<file path="src/rtl/gic_pkg.sv">
// ----------------------------------------------------------------------------
// gic_pkg
// types, opcodes and controller/datapath command set for the gaussian
// integer calculator
// ----------------------------------------------------------------------------
package gic_pkg;

  // opcodes of an input transaction
  localparam logic [2:0] OP_LOAD   = 3'd0;
  localparam logic [2:0] OP_ADD    = 3'd1;
  localparam logic [2:0] OP_SUB    = 3'd2;
  localparam logic [2:0] OP_MUL    = 3'd3;
  localparam logic [2:0] OP_DIV    = 3'd4;
  localparam logic [2:0] OP_REPEAT = 3'd5;
  localparam logic [2:0] OP_CLEAR  = 3'd6;

  // saved operator code meaning nothing saved
  localparam logic [2:0] SAVED_NONE = 3'd0;

  // operand function codes
  localparam logic [1:0] FN_NONE   = 2'd0;
  localparam logic [1:0] FN_SQUARE = 2'd1;
  localparam logic [1:0] FN_RECIP  = 2'd2;

  typedef struct packed {
    logic [2:0]         op;
    logic [1:0]         func;
    logic signed [31:0] operand_re;
    logic signed [31:0] operand_im;
    logic               last;
  } in_data_t;

  typedef struct packed {
    logic signed [31:0] result_re;
    logic signed [31:0] result_im;
    logic               error;
  } out_data_t;

  // multiplier operand sources
  typedef enum logic [1:0] {
    SRC_C      = 2'd0,
    SRC_D      = 2'd1,
    SRC_ACC_RE = 2'd2,
    SRC_ACC_IM = 2'd3
  } src_e;

  // divider numerator sources
  typedef enum logic [1:0] {
    NUM_C    = 2'd0,
    NUM_NEGY = 2'd1,
    NUM_P0   = 2'd2,
    NUM_P1   = 2'd3
  } num_e;

  // divider quotient destinations
  typedef enum logic [1:0] {
    DST_X      = 2'd0,
    DST_Y      = 2'd1,
    DST_ACC_RE = 2'd2,
    DST_ACC_IM = 2'd3
  } dst_e;

  typedef struct packed {
    logic       capture;
    logic       err_clr;
    logic       err_set;
    logic       clear_all;
    logic       use_saved;
    logic       mul_en;
    src_e       mul_a;
    src_e       mul_b;
    logic [1:0] mul_dst;
    logic       sq_wb;
    logic       norm_wb;
    logic       num_wb;
    logic       recip_zero;
    logic       div_start;
    num_e       div_num;
    logic       div_wb;
    dst_e       div_dst;
    logic       acc_load;
    logic       acc_add;
    logic       acc_sub;
    logic       acc_mul_wb;
    logic       save;
    logic       out_load;
  } dp_cmd_t;

  typedef struct packed {
    logic norm_zero;
    logic div_busy;
  } dp_sts_t;

endpackage

</file>
<file path="src/rtl/gaussian_integer_calculator_unit.sv">
// ----------------------------------------------------------------------------
// gaussian_integer_calculator_unit
// complex integer calculator with accumulator, repeat and error flag
// ----------------------------------------------------------------------------
// usage:
//   input channel in_valid_i / in_stall_o carries one transaction per step of
//   an expression (op, func, operand, last); output channel out_valid_o /
//   out_stall_i carries one result per transaction marked last
//   one transaction is worked on at a time; the unit stalls its input until
//   the transaction's sequence is done
//   the sequences use the single shared multiplier (one product a cycle) and,
//   for a divide or reciprocal, the bit-serial divider (two quotients each);
//   a zero divisor skips the divider and flags an error
//   a result sits in an output register; the next transaction is accepted
//   while it waits, and only a further result waits for the slot to free
//   reset clears accumulator, saved operator/operand and error flag and
//   drops any pending result
// ----------------------------------------------------------------------------
module gaussian_integer_calculator_unit #(
  parameter int DATA_WIDTH = 32
) (
  input  logic               clk_i,
  input  logic               rst_ni,
  input  logic               in_valid_i,
  output logic               in_stall_o,
  input  gic_pkg::in_data_t  in_data_i,
  output logic               out_valid_o,
  input  logic               out_stall_i,
  output gic_pkg::out_data_t out_data_o
);

  import gic_pkg::*;

  // command and status between sequencer and datapath
  dp_cmd_t cmd;
  dp_sts_t sts;

  // sequencer: owns op decode, saved operator code and output valid
  gic_ctrl u_ctrl (
    .clk_i       (clk_i),
    .rst_ni      (rst_ni),
    .in_valid_i  (in_valid_i),
    .in_stall_o  (in_stall_o),
    .in_op_i     (in_data_i.op),
    .in_func_i   (in_data_i.func),
    .in_last_i   (in_data_i.last),
    .out_valid_o (out_valid_o),
    .out_stall_i (out_stall_i),
    .cmd_o       (cmd),
    .sts_i       (sts)
  );

  // datapath: DATA_WIDTH wrapping arithmetic, result is the low 32 bits
  gic_dp #(.DW(DATA_WIDTH)) u_dp (
    .clk_i      (clk_i),
    .rst_ni     (rst_ni),
    .in_data_i  (in_data_i),
    .cmd_i      (cmd),
    .sts_o      (sts),
    .out_data_o (out_data_o)
  );

endmodule

</file>
<file path="src/rtl/gic_div.sv">
// ----------------------------------------------------------------------------
// gic_div
// radix-2 restoring signed divider, truncating toward zero, one bit a cycle
// ----------------------------------------------------------------------------
module gic_div #(
  parameter int DW = 32
) (
  input  logic          clk_i,
  input  logic          rst_ni,
  input  logic          start_i,
  input  logic [DW-1:0] num_i,
  input  logic [DW-1:0] den_i,
  output logic          busy_o,
  output logic [DW-1:0] quo_o
);

  localparam int CW = $clog2(DW + 1);

  logic          busy_q, busy_d;
  logic [CW-1:0] cnt_q, cnt_d;
  logic [DW-1:0] rem_q, rem_d;
  logic [DW-1:0] quo_q, quo_d;
  logic [DW-1:0] den_q, den_d;
  logic          neg_q, neg_d;
  logic [DW:0]   shifted;
  logic [DW:0]   diff;

  assign shifted = {rem_q, quo_q[DW-1]};
  assign diff    = shifted - {1'b0, den_q};

  always_comb begin
    busy_d = busy_q;
    cnt_d  = cnt_q;
    rem_d  = rem_q;
    quo_d  = quo_q;
    den_d  = den_q;
    neg_d  = neg_q;
    if (start_i) begin
      busy_d = 1'b1;
      cnt_d  = CW'(DW);
      rem_d  = '0;
      quo_d  = num_i[DW-1] ? (~num_i + 1'b1) : num_i;
      den_d  = den_i[DW-1] ? (~den_i + 1'b1) : den_i;
      neg_d  = num_i[DW-1] ^ den_i[DW-1];
    end else if (busy_q) begin
      if (!diff[DW]) begin
        rem_d = diff[DW-1:0];
        quo_d = {quo_q[DW-2:0], 1'b1};
      end else begin
        rem_d = shifted[DW-1:0];
        quo_d = {quo_q[DW-2:0], 1'b0};
      end
      cnt_d = cnt_q - 1'b1;
      if (cnt_q == CW'(1)) begin
        busy_d = 1'b0;
      end
    end
  end

  always_ff @(posedge clk_i or negedge rst_ni) begin
    if (!rst_ni) begin
      busy_q <= 1'b0;
    end else begin
      busy_q <= busy_d;
    end
  end

  always_ff @(posedge clk_i) begin
    cnt_q <= cnt_d;
    rem_q <= rem_d;
    quo_q <= quo_d;
    den_q <= den_d;
    neg_q <= neg_d;
  end

  assign busy_o = busy_q;
  assign quo_o  = neg_q ? (~quo_q + 1'b1) : quo_q;

endmodule

</file>
<file path="src/rtl/gic_dp.sv">
// ----------------------------------------------------------------------------
// gic_dp
// datapath: operand, accumulator, saved operand, products, norm, shared
// multiplier and divider, output payload register
// ----------------------------------------------------------------------------
module gic_dp #(
  parameter int DW = 32
) (
  input  logic               clk_i,
  input  logic               rst_ni,
  input  gic_pkg::in_data_t  in_data_i,
  input  gic_pkg::dp_cmd_t   cmd_i,
  output gic_pkg::dp_sts_t   sts_o,
  output gic_pkg::out_data_t out_data_o
);

  import gic_pkg::*;

  localparam int LW = (DW < 32) ? DW : 32;

  logic [DW-1:0] x_q, x_d, y_q, y_d;
  logic [DW-1:0] acc_re_q, acc_re_d, acc_im_q, acc_im_d;
  logic [DW-1:0] sav_re_q, sav_re_d, sav_im_q, sav_im_d;
  logic          err_q, err_d;
  logic [DW-1:0] p_q [4];
  logic [DW-1:0] p_d [4];
  logic [DW-1:0] n_q, n_d;
  out_data_t     out_q, out_d;

  logic [DW-1:0] c_op, d_op, mul_a, mul_b, prod;
  logic [DW-1:0] div_num, div_quo;
  logic          div_busy;

  assign c_op = cmd_i.use_saved ? sav_re_q : x_q;
  assign d_op = cmd_i.use_saved ? sav_im_q : y_q;

  function automatic logic [DW-1:0] pick(src_e s, logic [DW-1:0] c, logic [DW-1:0] d,
                                         logic [DW-1:0] ar, logic [DW-1:0] ai);
    logic [DW-1:0] r;
    case (s)
      SRC_C:      r = c;
      SRC_D:      r = d;
      SRC_ACC_RE: r = ar;
      default:    r = ai;
    endcase
    return r;
  endfunction

  assign mul_a = pick(cmd_i.mul_a, c_op, d_op, acc_re_q, acc_im_q);
  assign mul_b = pick(cmd_i.mul_b, c_op, d_op, acc_re_q, acc_im_q);
  assign prod  = mul_a * mul_b;

  always_comb begin
    case (cmd_i.div_num)
      NUM_C:    div_num = x_q;
      NUM_NEGY: div_num = ~y_q + 1'b1;
      NUM_P0:   div_num = p_q[0];
      default:  div_num = p_q[1];
    endcase
  end

  gic_div #(.DW(DW)) u_div (
    .clk_i   (clk_i),
    .rst_ni  (rst_ni),
    .start_i (cmd_i.div_start),
    .num_i   (div_num),
    .den_i   (n_q),
    .busy_o  (div_busy),
    .quo_o   (div_quo)
  );

  always_comb begin
    x_d      = x_q;
    y_d      = y_q;
    acc_re_d = acc_re_q;
    acc_im_d = acc_im_q;
    sav_re_d = sav_re_q;
    sav_im_d = sav_im_q;
    err_d    = err_q;
    p_d      = p_q;
    n_d      = n_q;
    out_d    = out_q;

    if (cmd_i.capture) begin
      x_d = DW'(in_data_i.operand_re);
      y_d = DW'(in_data_i.operand_im);
    end
    if (cmd_i.err_clr) err_d = 1'b0;
    if (cmd_i.err_set) err_d = 1'b1;
    if (cmd_i.mul_en) p_d[cmd_i.mul_dst] = prod;
    if (cmd_i.sq_wb) begin
      x_d = p_q[0] - p_q[1];
      y_d = p_q[2] << 1;
    end
    if (cmd_i.norm_wb) n_d = p_q[0] + p_q[1];
    if (cmd_i.num_wb) begin
      p_d[0] = p_q[0] + p_q[1];
      p_d[1] = p_q[2] - p_q[3];
    end
    if (cmd_i.recip_zero) begin
      x_d = '0;
      y_d = '0;
    end
    if (cmd_i.div_wb) begin
      case (cmd_i.div_dst)
        DST_X:      x_d      = div_quo;
        DST_Y:      y_d      = div_quo;
        DST_ACC_RE: acc_re_d = div_quo;
        default:    acc_im_d = div_quo;
      endcase
    end
    if (cmd_i.acc_load) begin
      acc_re_d = x_q;
      acc_im_d = y_q;
    end
    if (cmd_i.acc_add) begin
      acc_re_d = acc_re_q + c_op;
      acc_im_d = acc_im_q + d_op;
    end
    if (cmd_i.acc_sub) begin
      acc_re_d = acc_re_q - c_op;
      acc_im_d = acc_im_q - d_op;
    end
    if (cmd_i.acc_mul_wb) begin
      acc_re_d = p_q[0] - p_q[1];
      acc_im_d = p_q[2] + p_q[3];
    end
    if (cmd_i.save) begin
      sav_re_d = x_q;
      sav_im_d = y_q;
    end
    if (cmd_i.clear_all) begin
      acc_re_d = '0;
      acc_im_d = '0;
      sav_re_d = '0;
      sav_im_d = '0;
      err_d    = 1'b0;
    end
    if (cmd_i.out_load) begin
      out_d.result_re = 32'(acc_re_q[LW-1:0]);
      out_d.result_im = 32'(acc_im_q[LW-1:0]);
      out_d.error     = err_q;
    end
  end

  always_ff @(posedge clk_i or negedge rst_ni) begin
    if (!rst_ni) begin
      acc_re_q <= '0;
      acc_im_q <= '0;
      sav_re_q <= '0;
      sav_im_q <= '0;
      err_q    <= 1'b0;
    end else begin
      acc_re_q <= acc_re_d;
      acc_im_q <= acc_im_d;
      sav_re_q <= sav_re_d;
      sav_im_q <= sav_im_d;
      err_q    <= err_d;
    end
  end

  always_ff @(posedge clk_i) begin
    x_q   <= x_d;
    y_q   <= y_d;
    p_q   <= p_d;
    n_q   <= n_d;
    out_q <= out_d;
  end

  assign sts_o.norm_zero = (n_q == '0);
  assign sts_o.div_busy  = div_busy;
  assign out_data_o      = out_q;

endmodule

</file>
<file path="src/rtl/gic_ctrl.sv">
// ----------------------------------------------------------------------------
// gic_ctrl
// sequencer: walks each transaction through function, operator and result
// steps and drives the datapath commands
// ----------------------------------------------------------------------------
module gic_ctrl (
  input  logic             clk_i,
  input  logic             rst_ni,
  input  logic             in_valid_i,
  output logic             in_stall_o,
  input  logic [2:0]       in_op_i,
  input  logic [1:0]       in_func_i,
  input  logic             in_last_i,
  output logic             out_valid_o,
  input  logic             out_stall_i,
  output gic_pkg::dp_cmd_t cmd_o,
  input  gic_pkg::dp_sts_t sts_i
);

  import gic_pkg::*;

  localparam logic [4:0] ST_IDLE   = 5'd0;
  localparam logic [4:0] ST_F_M0   = 5'd1;
  localparam logic [4:0] ST_F_M1   = 5'd2;
  localparam logic [4:0] ST_F_M2   = 5'd3;
  localparam logic [4:0] ST_F_SQ   = 5'd4;
  localparam logic [4:0] ST_F_NORM = 5'd5;
  localparam logic [4:0] ST_F_CHK  = 5'd6;
  localparam logic [4:0] ST_F_DX   = 5'd7;
  localparam logic [4:0] ST_F_DY   = 5'd8;
  localparam logic [4:0] ST_OP     = 5'd9;
  localparam logic [4:0] ST_APPLY  = 5'd10;
  localparam logic [4:0] ST_M_M0   = 5'd11;
  localparam logic [4:0] ST_M_M1   = 5'd12;
  localparam logic [4:0] ST_M_M2   = 5'd13;
  localparam logic [4:0] ST_M_M3   = 5'd14;
  localparam logic [4:0] ST_M_WB   = 5'd15;
  localparam logic [4:0] ST_D_M0   = 5'd16;
  localparam logic [4:0] ST_D_M1   = 5'd17;
  localparam logic [4:0] ST_D_NORM = 5'd18;
  localparam logic [4:0] ST_D_CHK  = 5'd19;
  localparam logic [4:0] ST_D_P1   = 5'd20;
  localparam logic [4:0] ST_D_P2   = 5'd21;
  localparam logic [4:0] ST_D_P3   = 5'd22;
  localparam logic [4:0] ST_D_NUM  = 5'd23;
  localparam logic [4:0] ST_D_DS   = 5'd24;
  localparam logic [4:0] ST_D_WR   = 5'd25;
  localparam logic [4:0] ST_D_WI   = 5'd26;
  localparam logic [4:0] ST_FIN    = 5'd27;

  logic [4:0] state_q, state_d;
  logic [2:0] op_q, op_d;
  logic [1:0] func_q, func_d;
  logic       last_q, last_d;
  logic [2:0] saved_op_q, saved_op_d;
  logic [2:0] eff_q, eff_d;
  logic       use_saved_q, use_saved_d;
  logic       out_valid_q, out_valid_d;
  dp_cmd_t    cmd;

  function automatic dp_cmd_t mul(dp_cmd_t c, src_e a, src_e b, logic [1:0] dst);
    dp_cmd_t r;
    r         = c;
    r.mul_en  = 1'b1;
    r.mul_a   = a;
    r.mul_b   = b;
    r.mul_dst = dst;
    return r;
  endfunction

  always_comb begin
    cmd           = '0;
    cmd.use_saved = use_saved_q;
    state_d       = state_q;
    op_d          = op_q;
    func_d        = func_q;
    last_d        = last_q;
    saved_op_d    = saved_op_q;
    eff_d         = eff_q;
    use_saved_d   = use_saved_q;

    unique case (state_q)
      ST_IDLE: begin
        if (in_valid_i) begin
          cmd.capture = 1'b1;
          cmd.err_clr = (in_op_i == OP_LOAD) || (in_op_i == OP_REPEAT);
          op_d        = in_op_i;
          func_d      = in_func_i;
          last_d      = in_last_i;
          use_saved_d = 1'b0;
          if ((in_op_i <= OP_REPEAT) &&
              ((in_func_i == FN_SQUARE) || (in_func_i == FN_RECIP))) begin
            state_d = ST_F_M0;
          end else begin
            state_d = ST_OP;
          end
        end
      end
      ST_F_M0: begin
        cmd     = mul(cmd, SRC_C, SRC_C, 2'd0);
        state_d = ST_F_M1;
      end
      ST_F_M1: begin
        cmd     = mul(cmd, SRC_D, SRC_D, 2'd1);
        state_d = (func_q == FN_SQUARE) ? ST_F_M2 : ST_F_NORM;
      end
      ST_F_M2: begin
        cmd     = mul(cmd, SRC_C, SRC_D, 2'd2);
        state_d = ST_F_SQ;
      end
      ST_F_SQ: begin
        cmd.sq_wb = 1'b1;
        state_d   = ST_OP;
      end
      ST_F_NORM: begin
        cmd.norm_wb = 1'b1;
        state_d     = ST_F_CHK;
      end
      ST_F_CHK: begin
        if (sts_i.norm_zero) begin
          cmd.recip_zero = 1'b1;
          cmd.err_set    = 1'b1;
          state_d        = ST_OP;
        end else begin
          cmd.div_start = 1'b1;
          cmd.div_num   = NUM_C;
          state_d       = ST_F_DX;
        end
      end
      ST_F_DX: begin
        if (!sts_i.div_busy) begin
          cmd.div_wb    = 1'b1;
          cmd.div_dst   = DST_X;
          cmd.div_start = 1'b1;
          cmd.div_num   = NUM_NEGY;
          state_d       = ST_F_DY;
        end
      end
      ST_F_DY: begin
        if (!sts_i.div_busy) begin
          cmd.div_wb  = 1'b1;
          cmd.div_dst = DST_Y;
          state_d     = ST_OP;
        end
      end
      ST_OP: begin
        state_d = ST_FIN;
        unique case (op_q)
          OP_LOAD: begin
            cmd.acc_load = 1'b1;
          end
          OP_REPEAT: begin
            cmd.acc_load = 1'b1;
            if ((func_q == FN_NONE) && (saved_op_q != SAVED_NONE)) begin
              eff_d       = saved_op_q;
              use_saved_d = 1'b1;
              state_d     = ST_APPLY;
            end
          end
          OP_ADD, OP_SUB, OP_MUL, OP_DIV: begin
            cmd.save    = 1'b1;
            saved_op_d  = op_q;
            eff_d       = op_q;
            use_saved_d = 1'b0;
            state_d     = ST_APPLY;
          end
          OP_CLEAR: begin
            cmd.clear_all = 1'b1;
            saved_op_d    = SAVED_NONE;
          end
          default: ;
        endcase
      end
      ST_APPLY: begin
        unique case (eff_q)
          OP_ADD: begin
            cmd.acc_add = 1'b1;
            state_d     = ST_FIN;
          end
          OP_SUB: begin
            cmd.acc_sub = 1'b1;
            state_d     = ST_FIN;
          end
          OP_MUL:  state_d = ST_M_M0;
          OP_DIV:  state_d = ST_D_M0;
          default: state_d = ST_FIN;
        endcase
      end
      ST_M_M0: begin
        cmd     = mul(cmd, SRC_ACC_RE, SRC_C, 2'd0);
        state_d = ST_M_M1;
      end
      ST_M_M1: begin
        cmd     = mul(cmd, SRC_ACC_IM, SRC_D, 2'd1);
        state_d = ST_M_M2;
      end
      ST_M_M2: begin
        cmd     = mul(cmd, SRC_ACC_RE, SRC_D, 2'd2);
        state_d = ST_M_M3;
      end
      ST_M_M3: begin
        cmd     = mul(cmd, SRC_ACC_IM, SRC_C, 2'd3);
        state_d = ST_M_WB;
      end
      ST_M_WB: begin
        cmd.acc_mul_wb = 1'b1;
        state_d        = ST_FIN;
      end
      ST_D_M0: begin
        cmd     = mul(cmd, SRC_C, SRC_C, 2'd0);
        state_d = ST_D_M1;
      end
      ST_D_M1: begin
        cmd     = mul(cmd, SRC_D, SRC_D, 2'd1);
        state_d = ST_D_NORM;
      end
      ST_D_NORM: begin
        cmd.norm_wb = 1'b1;
        state_d     = ST_D_CHK;
      end
      ST_D_CHK: begin
        if (sts_i.norm_zero) begin
          cmd.err_set = 1'b1;
          state_d     = ST_FIN;
        end else begin
          cmd     = mul(cmd, SRC_ACC_RE, SRC_C, 2'd0);
          state_d = ST_D_P1;
        end
      end
      ST_D_P1: begin
        cmd     = mul(cmd, SRC_ACC_IM, SRC_D, 2'd1);
        state_d = ST_D_P2;
      end
      ST_D_P2: begin
        cmd     = mul(cmd, SRC_ACC_IM, SRC_C, 2'd2);
        state_d = ST_D_P3;
      end
      ST_D_P3: begin
        cmd     = mul(cmd, SRC_ACC_RE, SRC_D, 2'd3);
        state_d = ST_D_NUM;
      end
      ST_D_NUM: begin
        cmd.num_wb = 1'b1;
        state_d    = ST_D_DS;
      end
      ST_D_DS: begin
        cmd.div_start = 1'b1;
        cmd.div_num   = NUM_P0;
        state_d       = ST_D_WR;
      end
      ST_D_WR: begin
        if (!sts_i.div_busy) begin
          cmd.div_wb    = 1'b1;
          cmd.div_dst   = DST_ACC_RE;
          cmd.div_start = 1'b1;
          cmd.div_num   = NUM_P1;
          state_d       = ST_D_WI;
        end
      end
      ST_D_WI: begin
        if (!sts_i.div_busy) begin
          cmd.div_wb  = 1'b1;
          cmd.div_dst = DST_ACC_IM;
          state_d     = ST_FIN;
        end
      end
      ST_FIN: begin
        if (!last_q) begin
          state_d = ST_IDLE;
        end else if (!out_valid_q || !out_stall_i) begin
          cmd.out_load = 1'b1;
          state_d      = ST_IDLE;
        end
      end
      default: state_d = ST_IDLE;
    endcase
  end

  always_comb begin
    out_valid_d = out_valid_q;
    if (cmd.out_load) begin
      out_valid_d = 1'b1;
    end else if (!out_stall_i) begin
      out_valid_d = 1'b0;
    end
  end

  always_ff @(posedge clk_i or negedge rst_ni) begin
    if (!rst_ni) begin
      state_q     <= ST_IDLE;
      op_q        <= OP_LOAD;
      func_q      <= FN_NONE;
      last_q      <= 1'b0;
      saved_op_q  <= SAVED_NONE;
      eff_q       <= SAVED_NONE;
      use_saved_q <= 1'b0;
      out_valid_q <= 1'b0;
    end else begin
      state_q     <= state_d;
      op_q        <= op_d;
      func_q      <= func_d;
      last_q      <= last_d;
      saved_op_q  <= saved_op_d;
      eff_q       <= eff_d;
      use_saved_q <= use_saved_d;
      out_valid_q <= out_valid_d;
    end
  end

  assign in_stall_o  = (state_q != ST_IDLE);
  assign out_valid_o = out_valid_q;
  assign cmd_o       = cmd;

  // a new result never overwrites one the receiver has not taken
  a_out_no_overwrite: assert property (@(posedge clk_i) disable iff (!rst_ni)
    cmd.out_load |-> (!out_valid_q || !out_stall_i))
    else $error("result register overwritten while stalled");

  // the divider is only started when it is free
  a_div_free: assert property (@(posedge clk_i) disable iff (!rst_ni)
    cmd.div_start |-> !sts_i.div_busy)
    else $error("divider restarted while busy");

  // an accepted transaction always leaves idle for the operand or operator step
  a_accept_moves: assert property (@(posedge clk_i) disable iff (!rst_ni)
    (in_valid_i && !in_stall_o) |=> (state_q == ST_F_M0 || state_q == ST_OP))
    else $error("accepted transaction not dispatched");

endmodule
</file>
<file path="config.mk">
export PLATFORM = sky130hd
export DESIGN_NAME = gaussian_integer_calculator_unit
export DESIGN_NICKNAME = d
export VERILOG_FILES = /design/src/rtl/gic_pkg.sv /design/src/rtl/gaussian_integer_calculator_unit.sv /design/src/rtl/gic_div.sv /design/src/rtl/gic_dp.sv /design/src/rtl/gic_ctrl.sv
export SDC_FILE = /design/constraint.sdc
export NUM_CORES = 2
export LEC_CHECK = 0
export BUFFER_PORTS_ARGS = -buffer_cell sky130_fd_sc_hd__buf_4
export CAP_MARGIN = 25
export CELL_PAD_IN_SITES_DETAIL_PLACEMENT = 0
export CELL_PAD_IN_SITES_GLOBAL_PLACEMENT = 1
export CORE_ASPECT_RATIO = 1.75
export CORE_UTILIZATION = 29
export CTS_CLUSTER_SIZE = 10
export DETAILED_ROUTE_END_ITERATION = 10
export PLACE_DENSITY_LB_ADDON = 0.05
export SYNTH_ARGS = -nofsm -noshare
export SYNTH_HDL_FRONTEND = slang
export SYNTH_SLANG_ARGS = --single-unit
</file>
<file path="constraint.sdc">
create_clock -name clk_i -period 12.9 [get_ports clk_i]
set_input_delay 1.935 -clock clk_i [delete_from_list [all_inputs] [get_ports clk_i]]
set_output_delay 1.935 -clock clk_i [all_outputs]
set_load 0.01 [all_outputs]
</file>
==> impl_metrics.toml <==
[outcome]
status = "completed"

[drt]
avgRoutedWirePerCell_microns = 34.8
vias_per_cell = 5.55
firstDrtPassIters = 6
ant_nets = 0
finalWirelength_microns = 332000
vias = 53100
drc_errors = 0
drtIter0Drc = 4040

[clocking]
clk_pin_slew_ns = 0.06
tritoncts = "built"
cts_setup_buffers = 0
post_cts_resized = 0
cts_root_buf = "clkbuf_16"
worst_skew_pair.late_latency_ns = 0.70
cts_max_level = 3
hold_buffers = 0
cts_made_buffers = 73
clock_path_buffers = 3
numClockSinks = 541

[finish]
multiInputGateArea_sq_um = 39000
largest_register_ffs = 128
syn_to_final_growth_pct = 12.8
fill_cells = 21100
fin_nets = 7794
fin_area_sq_um = 64900
finish.utilization_pct = 33.0
drive_gt1_share_pct = 9.50
top_register = "u_dp.p_q"
regArea_sq_um = 14500

[critical_path]
slowest_delay_ns = 0.84
worstSetupPathType = "flip-flop to flip-flop"
cp.arrival_ns = 12.52
start_kind = "flip-flop"
worst-path-max-fanout = 21
worst_setup_path_end_kind = "flip-flop"
crit_path_frequent_cell = "fa_1"
crit_slowest_cell = "a22oi_1"
required_ns = 13.47

[grt]
grt_max_degree = 72
grt_pass1_wl_microns = 453000
grt_pass1_vias = 55600
grt-ovfl-total = 0
antenna_found_initial = 19
gr-usage-all-layers_pct = 32.6

[synth]
synthCells = 6814
synthArstFlopShare_pct = 27.5
yosysSeqAreaShare_pct = 25.2
synth_area_sq_um = 57500
synth_edf_count = 290
synthFlopType = "edfxtp_1"
syn_avg_cell_area_sq_um = 8.44
ys_types = 101
ys_seq_elements = 541
yosysWarningCount = 0
syn-num-nets = 7716

[sta]
drv_slew = 0
rsz0062_at_grt = "no"
finalHoldWorstSlack_ns = 0.454
final-setup-viol-count = 0
finalClockSkew_ns = 0.0306
layout_min_cycle_time_ns = 11.95
post-route-period-util_pct = 92.7
worstMarginPinSlew_ns = 1.20
timing.setup.tns_ns = 0
fmax_ghz = 0.0837
finalHoldViolations = 0
slew_headroom_pct = 19.9

[placement]
gp_congestion = 0.984
dpl_cell_area_sq_um = 62600
port_buffers = 140
place_hpwl_microns = 275000

[flow_run]
cap_viol_max_count = 0

[floorplan]
die_y_microns = 591
start_util_pct = 29.3
die_w_microns = 339
dieArea_sq_um = 200000
core-area_sq_um = 196000
rows = 215
num_io_pins = 141

[min_path]
hold_class = "flip-flop to flip-flop"
metal layers:
| metal | track usage [%] | part of all wire, % | vias up |
|---|---|---|---|
| met5 | 0 | 0.016 | - |
| met4 | 29.7 | 11 | 8 |
| met3 | 3.71 | 4.0 | 805 |
| met2 | 59.8 | 51 | 1844 |
| met1 | 32.2 | 34 | 26900 |
| li1 | - | - | 23600 |
worst max-delay path: cells and delay by family, from the launching register on:
kind	cells	cell delay (ns)
AO/OA/AOI/OAI	3	1.77
XOR/XNOR	13	3.27
AND/OR/NAND/NOR	5	1.82
flip-flops	1	0.74
buffers and inverters	3	0.34
adder cells (fa/ha/maj)	8	3.83
cells in the mapped netlist, drive strengths merged, types with 28 or more instances:
cell type,number,share of area (%)
xnor2,215,3.3
clkbuf,319,2.1
buf,65,0.55
nand2,698,4.6
dfxtp,102,3.6
edfxtp,290,15
a211oi,36,0.47
dfrtp,149,6.5
o21bai,71,0.93
o22ai,82,0.95
or4,32,0.42
o221ai,37,0.56
mux2,31,0.61
and2,32,0.35
fa,417,15
nor2b,40,0.44
ha,411,8.9
nand4,32,0.35
nor2,714,4.7
o21a,54,0.70
nand3,135,1.2
nand2b,68,0.74
nor4,40,0.50
o21ai,496,4.3
nor3,81,0.70
o211ai,42,0.55
a31oi,40,0.44
xor2,113,1.7
mux2i,155,2.7
inv,741,4.8
a21oi,469,4.1
or2,48,0.52
o31ai,49,0.64
a21o,96,1.3
or3,41,0.45
o22a,28,0.43
placed cells by master, fill, tap and decap left out, drive strengths merged, types with 37 or more instances in the layout:
cell	n
o21bai	71
a21oi	469
ha	411
nor4	40
o211ai	42
or2	48
or3	41
dfxtp	102
buf	386
o21a	54
xnor2	215
a31oi	40
nor3	81
nand2	698
mux2i	155
nand2b	68
clkbuf	106
nand3	135
nor2b	40
o21ai	496
inv	748
xor2	113
nor2	714
o22ai	82
edfxtp	290
o31ai	49
o221ai	37
a21o	96
dfrtp	149
fa	417
final timing paths:
path	startpoint	end	slack [ns]	cells after the start
worst max-delay path	u_ctrl.state_q[4]	u_dp.p_q[95]	0.95	32
max in group asynchronous	rst_ni	u_dp.acc_im_q[8]	9.59	3
worst min register to register	u_dp.err_q	u_dp.out_data_o[0]	0.45	0
worst max register to register	u_ctrl.state_q[4]	u_dp.p_q[95]	0.95	32
worst min-delay path	u_dp.err_q	u_dp.out_data_o[0]	0.45	0
min in group asynchronous	rst_ni	u_ctrl.func_q[0]	1.25	1
cell type report:
class / instances / area share [%]
Multi-Input combinational cell: 5145 / 60.2
Clock inverter: 28 / 0.449
Clock buffer: 105 / 3.06
Timing Repair Buffer: 387 / 4.62
Tap cell: 2604 / 5.02
Inverter: 744 / 4.30
Sequential cell: 541 / 22.3
Antenna cell: 7 / 0.0270
per-stage QoR:
| stage | cells | setup slack (ns) |
|---|---|---|
| global route | 9555 | 0.772 |
| finish | 9561 | 0.946 |
| global placement | 9407 | 1.16 |
| detailed placement | 9420 | 1.09 |
| floorplan | 6814 | 3.00 |
| CTS | 9553 | 1.03 |
cells by family after synthesis:
kind of cell	count (synthesis)	share of synthesized area, %
and+or+nand+nor	2028	15.8
AOI/OAI and AO/OA	1768	19.6
buffers and inverters	1128	7.48
adders and majority gates	829	23.5
DFF	541	25.2
xor gates and xnor gates	334	5.23
muxes	186	3.30
Power is not shown: default switching activity piles up to over one toggle a cycle in this logic, so the estimate is an artifact.
